<file path="config.mk">
export PLATFORM = sky130hd
export DESIGN_NAME = separator_tokenizer_with_trim_top
export DESIGN_NICKNAME = d
export VERILOG_FILES = /design/src/design/septok_pkg.sv /design/src/design/separator_tokenizer_with_trim_top.sv
export SDC_FILE = /design/constraint.sdc
export NUM_CORES = 1
export LEC_CHECK = 0
export BUFFER_PORTS_ARGS = -buffer_cell sky130_fd_sc_hd__buf_2
export CORE_ASPECT_RATIO = 0.5
export CORE_MARGIN = 2
export CORE_UTILIZATION = 25
export DETAILED_ROUTE_END_ITERATION = 7
export PLACE_DENSITY = 0.36
export SYNTH_ARGS = -nofsm -noshare
export SYNTH_HDL_FRONTEND = slang
export SYNTH_SLANG_ARGS = --single-unit
</file>
<file path="constraint.sdc">
create_clock -name clock -period 14.05 [get_ports clock]
set_clock_uncertainty 0.2 [all_clocks]
set_input_delay 0.7025 -clock clock [delete_from_list [all_inputs] [get_ports clock]]
set_output_delay 0.7025 -clock clock [all_outputs]
set_load 0.005 [all_outputs]
</file>
<file path="src/design/septok_pkg.sv">
// shared types and constants for the separator tokenizer
`timescale 1ns / 1ps

package septok_pkg;

   // field widths of the ports
   localparam int BYTE_BITS     = 8;
   localparam int FIELD_BITS    = 16;
   localparam int CSR_IDX_BITS  = 3;
   localparam int CSR_DATA_BITS = 64;
   localparam int SEP_SET_SIZE  = 256;

   // register indexes of the configuration port
   typedef enum logic [CSR_IDX_BITS-1:0] {
      CSR_SEP_0_63    = 3'd0,
      CSR_SEP_64_127  = 3'd1,
      CSR_SEP_128_191 = 3'd2,
      CSR_SEP_192_255 = 3'd3,
      CSR_TRIM        = 3'd4,
      CSR_DROP_EMPTY  = 3'd5
   } csr_index_type;

   // c whitespace byte codes
   localparam logic [BYTE_BITS-1:0] WS_SPACE = 8'h20;
   localparam logic [BYTE_BITS-1:0] WS_TAB   = 8'h09;
   localparam logic [BYTE_BITS-1:0] WS_CR    = 8'h0D;

   // whitespace test: space or tab through carriage return
   function automatic logic is_space(input logic [BYTE_BITS-1:0] b);
      is_space = (b == WS_SPACE) || ((b >= WS_TAB) && (b <= WS_CR));
   endfunction

endpackage

</file>
<file path="src/design/separator_tokenizer_with_trim_top.sv">
// Separator tokenizer: splits a byte stream into tokens at configured separator bytes,
// with optional whitespace trim and empty-token drop. One string byte is taken per cycle,
// sustained, with back-to-back items on the req channel, unless rsp_stall holds the result
// register full. A token passes from an input register through one pass of bitmap lookup
// and offset update into the result register. A byte gives at most one token. Offsets count
// in OFFSET_BITS and saturate at the top, which raises overflow on every token until the
// string's final byte. The user must write configuration through the csr port only while
// no item is in flight; the block does not enforce this. No clearing pass follows reset.
`timescale 1ns / 1ps

module separator_tokenizer_with_trim_top #(
   parameter int OFFSET_BITS = 16
) (
   input  logic                                   clock,
   input  logic                                   reset,
   // item input
   input  logic                                   req_valid,
   output logic                                   req_stall,
   input  logic [septok_pkg::BYTE_BITS-1:0]       req_text_byte,
   input  logic                                   req_final_byte,
   // token output
   output logic                                   rsp_valid,
   input  logic                                   rsp_stall,
   output logic [septok_pkg::FIELD_BITS-1:0]      rsp_token_offset,
   output logic [septok_pkg::FIELD_BITS-1:0]      rsp_token_length,
   output logic                                   rsp_closes_string,
   output logic                                   rsp_overflow,
   // configuration writes
   input  logic                                   csr_write,
   input  logic [septok_pkg::CSR_IDX_BITS-1:0]    csr_index,
   input  logic [septok_pkg::CSR_DATA_BITS-1:0]   csr_wdata
);
   import septok_pkg::*;

   localparam logic [OFFSET_BITS-1:0] OFS_MAX = {OFFSET_BITS{1'b1}};

   // configuration registers
   logic [SEP_SET_SIZE-1:0]  sep_set_ff, sep_set_in;
   logic                     trim_ff, trim_in;
   logic                     drop_empty_ff, drop_empty_in;

   // input register
   logic                     in_valid_ff, in_valid_in;
   logic [BYTE_BITS-1:0]     in_byte_ff, in_byte_in;
   logic                     in_final_ff, in_final_in;

   // string state
   logic [OFFSET_BITS-1:0]   position_ff, position_in;
   logic [OFFSET_BITS-1:0]   token_start_ff, token_start_in;
   logic [OFFSET_BITS-1:0]   content_end_ff, content_end_in;
   logic                     skip_lead_ff, skip_lead_in;
   logic                     saturated_ff, saturated_in;

   // result register
   logic                     out_valid_ff, out_valid_in;
   logic [FIELD_BITS-1:0]    out_offset_ff, out_offset_in;
   logic [FIELD_BITS-1:0]    out_length_ff, out_length_in;
   logic                     out_closes_ff, out_closes_in;
   logic                     out_overflow_ff, out_overflow_in;

   // datapath signals
   logic                     advance;
   logic                     fire;
   logic                     byte_ws;
   logic                     byte_sep;
   logic [OFFSET_BITS-1:0]   next_pos;
   logic                     sat_now;
   logic                     report;
   logic [OFFSET_BITS-1:0]   emit_start;
   logic [OFFSET_BITS-1:0]   emit_end;
   logic                     emit_closes;
   logic [OFFSET_BITS-1:0]   emit_len;
   logic                     emit_ok;

   // handshake: the input stage moves whenever the result register can take a new token
   assign advance   = !out_valid_ff || !rsp_stall;
   assign fire      = in_valid_ff && advance;
   assign req_stall = in_valid_ff && !advance;

   // configuration write decode
   always_comb begin
      sep_set_in    = sep_set_ff;
      trim_in       = trim_ff;
      drop_empty_in = drop_empty_ff;
      if (csr_write) begin
         unique case (csr_index)
            CSR_SEP_0_63:    sep_set_in[63:0]    = csr_wdata;
            CSR_SEP_64_127:  sep_set_in[127:64]  = csr_wdata;
            CSR_SEP_128_191: sep_set_in[191:128] = csr_wdata;
            CSR_SEP_192_255: sep_set_in[255:192] = csr_wdata;
            CSR_TRIM:        trim_in             = csr_wdata[0];
            CSR_DROP_EMPTY:  drop_empty_in       = csr_wdata[0];
            default:         ;
         endcase
      end
   end

   // input register load
   always_comb begin
      in_valid_in = req_stall ? in_valid_ff : req_valid;
      in_byte_in  = in_byte_ff;
      in_final_in = in_final_ff;
      if (req_valid && !req_stall) begin
         in_byte_in  = req_text_byte;
         in_final_in = req_final_byte;
      end
   end

   // byte classification and next offset
   assign byte_ws  = is_space(in_byte_ff);
   assign byte_sep = sep_set_ff[in_byte_ff];
   assign sat_now  = (position_ff == OFS_MAX);
   assign next_pos = sat_now ? OFS_MAX : position_ff + 1'b1;

   // token tracking for one byte
   always_comb begin
      position_in    = position_ff;
      token_start_in = token_start_ff;
      content_end_in = content_end_ff;
      skip_lead_in   = skip_lead_ff;
      saturated_in   = saturated_ff | sat_now;
      report         = 1'b0;
      emit_start     = token_start_ff;
      emit_end       = next_pos;
      emit_closes    = 1'b1;
      priority if (skip_lead_ff && trim_ff && byte_ws) begin
         // leading whitespace is eaten, even when it is a separator
         token_start_in = next_pos;
         content_end_in = next_pos;
         emit_start     = next_pos;
         emit_end       = next_pos;
         report         = in_final_ff;
      end else if (byte_sep) begin
         // separator closes the open token and arms the leading skip
         skip_lead_in   = 1'b1;
         token_start_in = next_pos;
         content_end_in = next_pos;
         emit_end       = trim_ff ? content_end_ff : position_ff;
         emit_closes    = in_final_ff;
         report         = 1'b1;
      end else begin
         // token body byte
         skip_lead_in = 1'b0;
         if (!byte_ws) begin
            content_end_in = next_pos;
         end
         emit_end = trim_ff ? content_end_in : next_pos;
         report   = in_final_ff;
      end
      position_in = next_pos;
      // final byte returns the string state to its start values
      if (in_final_ff) begin
         position_in    = '0;
         token_start_in = '0;
         content_end_in = '0;
         skip_lead_in   = 1'b1;
         saturated_in   = 1'b0;
      end
   end

   // token length, clamped at zero
   assign emit_len = (emit_end < emit_start) ? '0 : emit_end - emit_start;
   assign emit_ok  = report && !(drop_empty_ff && (emit_len == '0));

   // result register load
   always_comb begin
      out_valid_in    = out_valid_ff && rsp_stall;
      out_offset_in   = out_offset_ff;
      out_length_in   = out_length_ff;
      out_closes_in   = out_closes_ff;
      out_overflow_in = out_overflow_ff;
      if (fire) begin
         out_valid_in = emit_ok;
         if (emit_ok) begin
            out_offset_in   = FIELD_BITS'(emit_start);
            out_length_in   = FIELD_BITS'(emit_len);
            out_closes_in   = emit_closes;
            out_overflow_in = saturated_ff | sat_now;
         end
      end
   end

   // control and state registers
   always_ff @(posedge clock) begin
      if (reset) begin
         sep_set_ff     <= '0;
         trim_ff        <= 1'b0;
         drop_empty_ff  <= 1'b0;
         in_valid_ff    <= 1'b0;
         out_valid_ff   <= 1'b0;
         position_ff    <= '0;
         token_start_ff <= '0;
         content_end_ff <= '0;
         skip_lead_ff   <= 1'b1;
         saturated_ff   <= 1'b0;
      end else begin
         sep_set_ff    <= sep_set_in;
         trim_ff       <= trim_in;
         drop_empty_ff <= drop_empty_in;
         in_valid_ff   <= in_valid_in;
         out_valid_ff  <= out_valid_in;
         if (fire) begin
            position_ff    <= position_in;
            token_start_ff <= token_start_in;
            content_end_ff <= content_end_in;
            skip_lead_ff   <= skip_lead_in;
            saturated_ff   <= saturated_in;
         end
      end
   end

   // payload registers
   always_ff @(posedge clock) begin
      in_byte_ff      <= in_byte_in;
      in_final_ff     <= in_final_in;
      out_offset_ff   <= out_offset_in;
      out_length_ff   <= out_length_in;
      out_closes_ff   <= out_closes_in;
      out_overflow_ff <= out_overflow_in;
   end

   assign rsp_valid         = out_valid_ff;
   assign rsp_token_offset  = out_offset_ff;
   assign rsp_token_length  = out_length_ff;
   assign rsp_closes_string = out_closes_ff;
   assign rsp_overflow      = out_overflow_ff;

`ifndef SYNTHESIS
   // final byte leaves the string state at its start values
   a_string_restart: assert property (@(posedge clock) disable iff (reset)
      fire && in_final_ff |=> position_ff == '0 && skip_lead_ff && !saturated_ff)
      else $error("string state not restarted after final byte");

   // token start and trimmed end never run ahead of the byte offset
   a_offsets_order: assert property (@(posedge clock) disable iff (reset)
      token_start_ff <= position_ff && content_end_ff <= position_ff)
      else $error("token offsets beyond byte position");

   // saturation is only flagged with the offset pinned at its top
   a_saturation: assert property (@(posedge clock) disable iff (reset)
      saturated_ff |-> position_ff == OFS_MAX)
      else $error("saturation flag without saturated offset");

   // a stalled input stage keeps its item
   a_input_hold: assert property (@(posedge clock) disable iff (reset)
      in_valid_ff && !advance |=> in_valid_ff && $stable(in_byte_ff) && $stable(in_final_ff))
      else $error("input item lost while stalled");
`endif

endmodule

</file>
==> results of run 1 <==
==> placed cells by master, fill, tap and decap left out, types with 17 or more instances in the layout <==
| cell type | n |
|---|---|
| nand3_1 | 29 |
| nor2_1 | 91 |
| a22oi_1 | 44 |
| clkbuf_16 | 40 |
| mux4_2 | 34 |
| a22o_1 | 23 |
| buf_2 | 115 |
| dfxtp_1 | 310 |
| buf_4 | 24 |
| mux2i_1 | 69 |
| a21oi_1 | 295 |
| o21ai_0 | 21 |
| ha_1 | 18 |
| inv_1 | 24 |
| o211ai_1 | 17 |
| edfxtp_1 | 43 |
| nand2_1 | 589 |
==> layer usage <==
metal,up-vias,global-route usage
met3,58,0.0231
met1,6834,0.244
met4,0,0.0302
li1,6878,-
met2,189,0.263
met5,-,0
==> cell type report <==
type,count,area [sq um],area share
multi-input combinational,1444,8350,0.438
sequential,353,7500,0.393
clock buffer,57,1130,0.0595
tap,884,1110,0.0580
timing repair buffer,141,791,0.0415
clock inverter,10,101,0.00531
inverter,24,90.1,0.00472
==> logic make-up after synthesis <==
| logic type | share of synthesized area |
|---|---|
| compound gates | 0.172 |
| mux | 0.0975 |
| fa+ha+maj | 0.0148 |
| flops | 0.453 |
| buf+inv | 0.0450 |
| simple gates | 0.207 |
| xor+xnor | 0.0106 |
==> stage by stage <==
step	cells	utilization
floorplan	1966	-
global placement	2846	0.273
detailed placement	2846	0.273
CTS	2913	0.292
global route	2913	0.292
finish	2913	0.292
==> final timing paths <==
kind,startpoint,endpoint,slack [ns],depth (start not counted)
hold / removal,req_text_byte[5],in_byte_ff[5],0.11,1
setup / recovery,in_byte_ff[0],rsp_token_offset[11],6.58,22
setup reg to reg,in_byte_ff[0],rsp_token_offset[11],6.58,22
hold reg to reg,sep_set_ff[249],sep_set_ff[249],0.25,2
==> synthesized netlist by cell type (all sizes together) (6+ instances only) <==
cell | number | area share
mux4 | 37 | 0.051
xnor2 | 7 | 0.0037
a31oi | 9 | 0.0034
nand3 | 30 | 0.0091
nand2 | 591 | 0.13
a22oi | 44 | 0.020
nand4 | 8 | 0.0030
and2 | 14 | 0.0053
xor2 | 13 | 0.0069
nor3 | 11 | 0.0033
a21oi | 296 | 0.090
a22o | 23 | 0.012
dfxtp | 310 | 0.37
clkbuf | 113 | 0.026
nor2b | 15 | 0.0057
o21ai | 23 | 0.0072
buf | 32 | 0.014
edfxtp | 43 | 0.078
nand2b | 11 | 0.0042
mux2 | 7 | 0.0048
nor3b | 7 | 0.0032
o21a | 6 | 0.0029
nor2 | 92 | 0.021
or2 | 9 | 0.0034
nand3b | 7 | 0.0032
ha | 18 | 0.014
mux2i | 69 | 0.042
o211ai | 18 | 0.0085
inv | 24 | 0.0054
==> state kept, by name, indices dropped and copies added, names as in the netlist, 8 cells and up <==
signal            count
sep_set_ff          256
token_start_ff       16
position_ff          16
rsp_token_offset     16
content_end_ff       16
rsp_token_length     16
in_byte_ff            8
==> report_power, final <==
group          internal (mW)  switching (mW)
Sequential              1.05          0.0156
Combinational         0.0926           0.172
Clock                  0.580           0.450
==> impl_metrics.csv, run 1 <==
group,metric,value,unit
status,status,"finished clean",
synth,synth.net_count,2066,
drt,top_layer,"met4",
sta,holdWs,0.113,ns
clock_tree,clk_path_buf_depth,3,
synth,syn_avg_cell_area,8.42,sq um
critical_path,slowest_delay,0.63,ns
floorplan,initial_core_util,0.254,
floorplan,num_rows,66,
synth,seq_area_frac_synth,0.453,
placed_design,dpl-instance-area,0.0178,sq mm
power,leakage,6.77,nW
sta,relSlewSlack,0.274,
critical_path,crit_path_top_delay_cell,"mux4_2",
drt,routed_wl,57600,microns
global_routing,antenna_found_initial,0,
critical_path,cp.arrival,7.50,ns
clock_tree,cts_tree,"yes",
drt,dr.pass1.iters,5,
clock_tree,root_buffer,"clkbuf_16",
clock_tree,path_clk_slew,0.06,ns
sta,final.min_clock_period,7.47,ns
sta,drv_slew,0,
synth,synth-seq-cells,353,
drt,antenna_left,0,
sta,setup_viol,0,
placed_design,place_congestion,0.770,
sta,max_freq,134,MHz
finish,diodes,0,
drt,dr_wl_met2,25700,microns
critical_path,end_kind,"flip-flop",
critical_path,path_cells,"buf_12 -> mux4_2 -> a22oi_1 -> a311oi_1 -> a311oi_1 -> a31oi_1 -> o21a_2 -> nor2_4 -> a22o_1 -> a21oi_1 -> ha_1 -> fa_1 -> nand2b_1 -> a21oi_1 -> o21ai_0 -> nor3_1 -> nor2_1 -> o21a_1 -> nor2_1 -> a221oi_1 -> nor3_2 -> buf_4",
critical_path,cp_num_buf_inv,2,
power,total_power,2.36,mW
sta,hold_viol,0,
floorplan,io_pins,117,
synth,yosysWarningCount,0,
drt,wl_met3,1820,microns
min_path,min_path_type,"in2reg",
synth,synthFlopType,"dfxtp_1",
sta,grt_setup_unrepaired,"no",
global_routing,grt_max_degree,94,
sta,fin_ws,6.58,ns
power,powerDensity,124,mW/mm^2
clock_tree,cts_made_buffers,39,
clock_tree,clock-sinks,353,
critical_path,critical_path.top_delay_family,"compound AO/OA/AOI/OAI gates",
critical_path,path_max_fanout,93,
global_routing,grt_pass1_wl,88400,microns
floorplan,dieArea,0.0684,sq mm
synth,synth_edf_count,43,
sta,tns,0,ns
clock_tree,insertion_delay,0.57,ns
clock_tree,holdBufCountCts,0,
synth,synthCells,1966,
finish,nets,2103,
floorplan,core,0.0652,sq mm
finish,area_growth,15.2,%
global_routing,grt_usage,0.167,
clock_tree,post_cts_resized,0,
global_routing,grt.overflow.total,0,
sta,finalCritPeriodShare,0.531,
finish,layout-drive-gt1-share,0.133,
clock_tree,post-cts-setup-buffer-count,0,
finish,stdcell_area,0.0191,sq mm
placed_design,io_buffers,116,
drt,post_drt_wl_per_cell,19.8,microns
job,drv_cap,0,
synth,yosysUniqueCellTypes,79,
placed_design,pre_cts_slack,6.62,ns
synth,synthArstFlopShare,0,
critical_path,worst_ep_required_time,14.09,ns
placed_design,hpwl,37300,microns
finish,final.fill_count,7048,
drt,drt_iter0_drc,891,
power,vdd_drop_max,0.0679,mV
global_routing,grt_pass1_vias,13400,
drt,m1WireLength,29300,microns
clock_tree,cts-htree-levels,2,
critical_path,critPathKind,"reg2reg",
floorplan,die_w,368,microns
floorplan,die-height,186,microns
sta,worst_pin_slew,1.09,ns
critical_path,crit_path_start_kind,"flip-flop",
drt,drc,0,
synth,syn_area,0.0166,sq mm
drt,vias,14000,
drt,vias_per_cell,4.79,
No activity file was read; power rests on OpenSTA's default activity.
==> run 2: changes to the inputs <==
==> constraint.sdc (replaced) <==
create_clock -name clock -period 7.8 [get_ports clock]
set_clock_uncertainty 0.2 [all_clocks]
set_input_delay 0.39 -clock clock [delete_from_list [all_inputs] [get_ports clock]]
set_output_delay 0.39 -clock clock [all_outputs]
set_load 0.005 [all_outputs]
==> impl_metrics.csv, run 2 (synthesized netlist as in run 1, its figures left out) <==
group,metric,value,unit
status,status,"finished clean",
power,powerDensity,221,mW/mm^2
sta,setup_viol,0,
sta,max_freq,139,MHz
global_routing,grt_max_degree,90,
sta,finalCritPeriodShare,0.924,
sta,final.min_clock_period,7.21,ns
power,total_power,4.45,mW
sta,tns,0,ns
drt,post_drt_wl_per_cell,20.0,microns
global_routing,grt.overflow.total,0,
global_routing,grt_pass1_wl,90300,microns
critical_path,cp.arrival,7.31,ns
drt,dr.pass1.iters,5,
job,drv_cap,0,
placed_design,place_congestion,0.768,
drt,drc,0,
clock_tree,cts_tree,"yes",
placed_design,io_buffers,116,
clock_tree,post-cts-setup-buffer-count,0,
finish,area_growth,21.3,%
critical_path,crit_path_start_kind,"flip-flop",
clock_tree,insertion_delay,0.58,ns
critical_path,path_max_fanout,34,
min_path,min_path_type,"in2reg",
floorplan,die_w,368,microns
power,leakage,7.23,nW
sta,fin_ws,0.590,ns
drt,vias_per_cell,4.78,
clock_tree,clock-sinks,353,
power,vdd_drop_max,0.132,mV
drt,drt_iter0_drc,997,
drt,routed_wl,60000,microns
floorplan,core,0.0652,sq mm
finish,max_flop_register,"sep_set_ff",
finish,largest_reg_flops,256,
sta,relSlewSlack,0.318,
finish,diodes,0,
sta,hold_viol,0,
floorplan,initial_core_util,0.254,
clock_tree,cts-htree-levels,2,
finish,nets,2195,
finish,final_core_util,0.308,
clock_tree,path_clk_slew,0.06,ns
sta,grt_setup_unrepaired,"no",
sta,drv_slew,0,
floorplan,dieArea,0.0684,sq mm
floorplan,io_pins,117,
clock_tree,post_cts_resized,0,
global_routing,antenna_found_initial,0,
critical_path,worst_ep_required_time,7.90,ns
floorplan,num_rows,66,
finish,final_common_cell,"nand2_1",
clock_tree,holdBufCountCts,74,
sta,worst_pin_slew,1.02,ns
floorplan,die-height,186,microns
finish,layout-drive-gt1-share,0.136,
drt,antenna_left,0,
clock_tree,root_buffer,"clkbuf_16",
drt,vias,14400,
finish,layout_common_cells,"589 x nand2_1, 310 x dfxtp_1, 295 x a21oi_1",
placed_design,pre_cts_slack,0.664,ns
critical_path,end_kind,"flip-flop",
global_routing,grt_usage,0.172,
global_routing,grt_pass1_vias,13800,
clock_tree,clk_path_buf_depth,3,
placed_design,hpwl,39200,microns
critical_path,critPathKind,"reg2reg",
clock_tree,cts_made_buffers,39,
-- run 2: cell types whose count changed in the layout (fill, tap and decap cells not counted), sizes merged --
| cell | delta |
|---|---|
| buf | +18 |
| bufinv | +4 |
| clkbuf | -2 |
| clkinvlp | -1 |
| dlygate4sd3 | +74 |
| inv | +1 |
-- run 2: worst max-delay path: stages, from the launching register on --
cell,delay (ns)
edfxtp_1,0.71
buf_4,0.28
buf_12,0.19
mux4_2,0.56
a22oi_1,0.16
a311oi_1,0.11
a311oi_1,0.38
a31oi_1,0.11
nor2_1,0.50
o22ai_1,0.15
buf_4,0.22
or2_1,0.28
o221a_1,0.27
ha_1,0.37
a2111o_1,0.38
o21ai_0,0.36
nor3_1,0.13
nor2_1,0.18
o21a_1,0.44
nand2_1,0.13
a221oi_1,0.36
buf_4,0.19
nor3_2,0.05
buf_12,0.20
-- run 2: cell type report --
cell class / count / area [sq um]
inverter: 24 / 90.1
clock inverter: 14 / 210
fill: 6957 / 45200
tap: 884 / 1110
clock buffer: 55 / 1130
multi-input combinational: 1444 / 8340
sequential: 353 / 7500
timing repair buffer: 233 / 1700
-- run 2: routing by layer --
layer	global-route usage	vias to the layer above	routed length (microns)
li1	-	7082	-
met1	0.245	6989	29800
met2	0.280	241	27400
met3	0.0244	63	2080
met4	0.0299	0	800
met5	0	-	0
-- run 2: per-stage QoR --
step / hold WS, ns / instance area, sq um / std cells
final: 0.0366 / 20100 / 3007
after global routing: 0.0392 / 20100 / 3007
after CTS: 0.0242 / 20100 / 3007
after detailed placement: 0.242 / 18000 / 2864
after global placement: 0.238 / 18000 / 2864
after floorplan: 0.229 / 16600 / 1966
-- run 2: worst paths after layout --
kind	from	end	slack [ns]	cells past startpoint
worst min register to register	token_start_ff[7]	token_start_ff[7]	0.25	2
worst min-delay path	csr_index[0]	drop_empty_ff	0.04	3
worst max register to register	in_byte_ff[0]	rsp_token_offset[13]	0.59	23
worst max-delay path	in_byte_ff[0]	rsp_token_offset[13]	0.59	23
-- run 2: report_power, final --
group	internal, mW	switching [mW]	total [mW]	leakage, nW
Sequential	1.89	0.0341	1.93	2.92
Combinational	0.200	0.321	0.521	3.65
Clock	1.18	0.821	2.00	0.659
Total	3.27	1.18	4.45	7.23
==> run 3: changes to the inputs <==
--- a/config.mk
+++ b/config.mk
@@ -10,6 +10,7 @@
 export CORE_MARGIN = 2
 export CORE_UTILIZATION = 25
 export DETAILED_ROUTE_END_ITERATION = 7
+export HOLD_SLACK_MARGIN = 0.06
 export PLACE_DENSITY = 0.36
 export SYNTH_ARGS = -nofsm -noshare
 export SYNTH_HDL_FRONTEND = slang
==> impl_metrics.csv, run 3 (synthesized netlist as in run 1, its figures left out) <==
group,metric,value,unit
clock_tree,cts-htree-levels,2,
critical_path,rr_endpoint,"rsp_token_offset[13]",
finish,area_growth,21.5,%
sta,grt_setup_unrepaired,"no",
sta,hold_viol,0,
global_routing,grt_usage,0.172,
clock_tree,cts_tree,"yes",
finish,final_common_cell,"nand2_1",
clock_tree,post-cts-setup-buffer-count,0,
power,total_power,4.45,mW
drt,vias_per_cell,4.80,
global_routing,grt.overflow.total,0,
critical_path,path_max_fanout,34,
clock_tree,clock-sinks,353,
clock_tree,root_buffer,"clkbuf_16",
critical_path,crit_path_frequent_cell,"buf_4",
critical_path,crit_path_start_kind,"flip-flop",
finish,largest_reg_flops,256,
clock_tree,cts_made_buffers,39,
drt,drt_iter0_drc,957,
sta,relSlewSlack,0.301,
floorplan,die_w,368,microns
placed_design,io_buffers,116,
status,status,"finished clean",
power,powerDensity,221,mW/mm^2
finish,layout-drive-gt1-share,0.135,
power,vdd_drop_max,0.133,mV
critical_path,slowest_delay,0.72,ns
critical_path,startpoint,"in_byte_ff[0]",
sta,finalCritPeriodShare,0.935,
floorplan,die-height,186,microns
clock_tree,path_clk_slew,0.06,ns
min_path,min_path_type,"in2reg",
global_routing,grt_pass1_vias,13800,
drt,drc,0,
critical_path,path_depth,23,
sta,drv_slew,0,
critical_path,end_kind,"flip-flop",
critical_path,path_cells,"buf_4 -> buf_12 -> mux4_2 -> a22oi_1 -> a311oi_1 -> a311oi_1 -> a31oi_1 -> nor2_1 -> o22ai_1 -> buf_4 -> or2_1 -> o221a_1 -> ha_1 -> a2111o_1 -> o21ai_0 -> nor3_1 -> nor2_1 -> o21a_1 -> nand2_1 -> a221oi_1 -> buf_4 -> nor3_2 -> buf_12",
drt,routed_wl,60000,microns
sta,setup_viol,0,
power,leakage,7.24,nW
critical_path,worst-r2r-cell-count,23,
floorplan,initial_core_util,0.254,
drt,vias,14500,
finish,fin_cells,3011,
drt,dr.pass1.iters,5,
placed_design,dpl.cell_count,2864,
global_routing,antenna_found_initial,0,
drt,antenna_left,0,
clock_tree,insertion_delay,0.58,ns
finish,diodes,0,
global_routing,grt_max_degree,90,
critical_path,cp.arrival,7.39,ns
critical_path,worst_ep_required_time,7.90,ns
sta,worst_pin_slew,1.05,ns
floorplan,core,0.0652,sq mm
floorplan,io_pins,117,
placed_design,place_congestion,0.768,
critical_path,critical_path.top_delay_family,"compound AO/OA/AOI/OAI gates",
placed_design,hpwl,39200,microns
critical_path,critPathKind,"reg2reg",
finish,stdcell_area,0.0201,sq mm
finish,layout_common_cells,"589 x nand2_1, 310 x dfxtp_1, 295 x a21oi_1",
clock_tree,clk_path_buf_depth,3,
job,drv_cap,0,
global_routing,grt_pass1_wl,90300,microns
drt,post_drt_wl_per_cell,19.9,microns
sta,tns,0,ns
critical_path,crit_path_top_delay_cell,"edfxtp_1",
floorplan,num_rows,66,
critical_path,crit_end,"rsp_token_offset[13]",
floorplan,dieArea,0.0684,sq mm
placed_design,dpl-instance-area,0.0180,sq mm
finish,nets,2199,
clock_tree,post_cts_resized,0,
finish,final_core_util,0.308,
clock_tree,holdBufCountCts,78,
critical_path,regToRegSetupSlack,0.50,ns
sta,final.min_clock_period,7.30,ns
critical_path,cp_num_buf_inv,5,
critical_path,r2r-start,"in_byte_ff[0]",
sta,max_freq,137,MHz
finish,max_flop_register,"sep_set_ff",
run 3: metrics by stage:
stage	hold WS (ns)	setup WS, ns
global placement	0.238	0.722
finish	0.105	0.504
floorplan	0.229	0.345
global route	0.121	0.0866
detailed placement	0.242	0.664
CTS	0.0865	0.596
run 3: routing by layer:
metal  up-vias  track usage  share of wire
met1      7016        0.245           0.49
met4         0       0.0299          0.014
li1       7093            -              -
met3        68       0.0244          0.042
met2       276        0.280           0.46
met5         -            0              0
run 3: worst min path at each step:
stage | cells after the start | slack [ns] | start | endpoint
after CTS | 5 | 0.09 | csr_index[2] | drop_empty_ff
after global routing | 5 | 0.12 | csr_index[2] | drop_empty_ff
after global placement | 2 | 0.24 | token_start_ff[7] | token_start_ff[7]
final | 5 | 0.11 | csr_index[2] | drop_empty_ff
after detailed placement | 2 | 0.24 | token_start_ff[7] | token_start_ff[7]
after floorplan | 2 | 0.23 | token_start_ff[7] | token_start_ff[7]
run 3: final cells by class:
cell class | count | area [sq um]
Inverter | 24 | 90.1
Sequential cell | 353 | 7500
Fill cell | 6962 | 45100
Clock buffer | 55 | 1130
Clock inverter | 14 | 210
Timing Repair Buffer | 237 | 1740
Multi-Input combinational cell | 1444 | 8340
Tap cell | 884 | 1110
run 3: where the power goes:
group | switching [mW] | leakage (nW) | total, mW | internal, mW
Combinational | 0.322 | 3.66 | 0.523 | 0.201
Clock | 0.823 | 0.659 | 2.00 | 1.18
Sequential | 0.0341 | 2.92 | 1.93 | 1.89
Total | 1.18 | 7.24 | 4.45 | 3.27
run 3: worst reg2reg max path, stage by stage, from the launching register on:
cell	delay, ns
edfxtp_1	0.72
buf_4	0.29
buf_12	0.19
mux4_2	0.57
a22oi_1	0.16
a311oi_1	0.11
a311oi_1	0.38
a31oi_1	0.11
nor2_1	0.53
o22ai_1	0.16
buf_4	0.22
or2_1	0.28
o221a_1	0.27
ha_1	0.37
a2111o_1	0.38
o21ai_0	0.36
nor3_1	0.15
nor2_1	0.18
o21a_1	0.45
nand2_1	0.14
a221oi_1	0.37
buf_4	0.19
nor3_2	0.05
buf_12	0.20
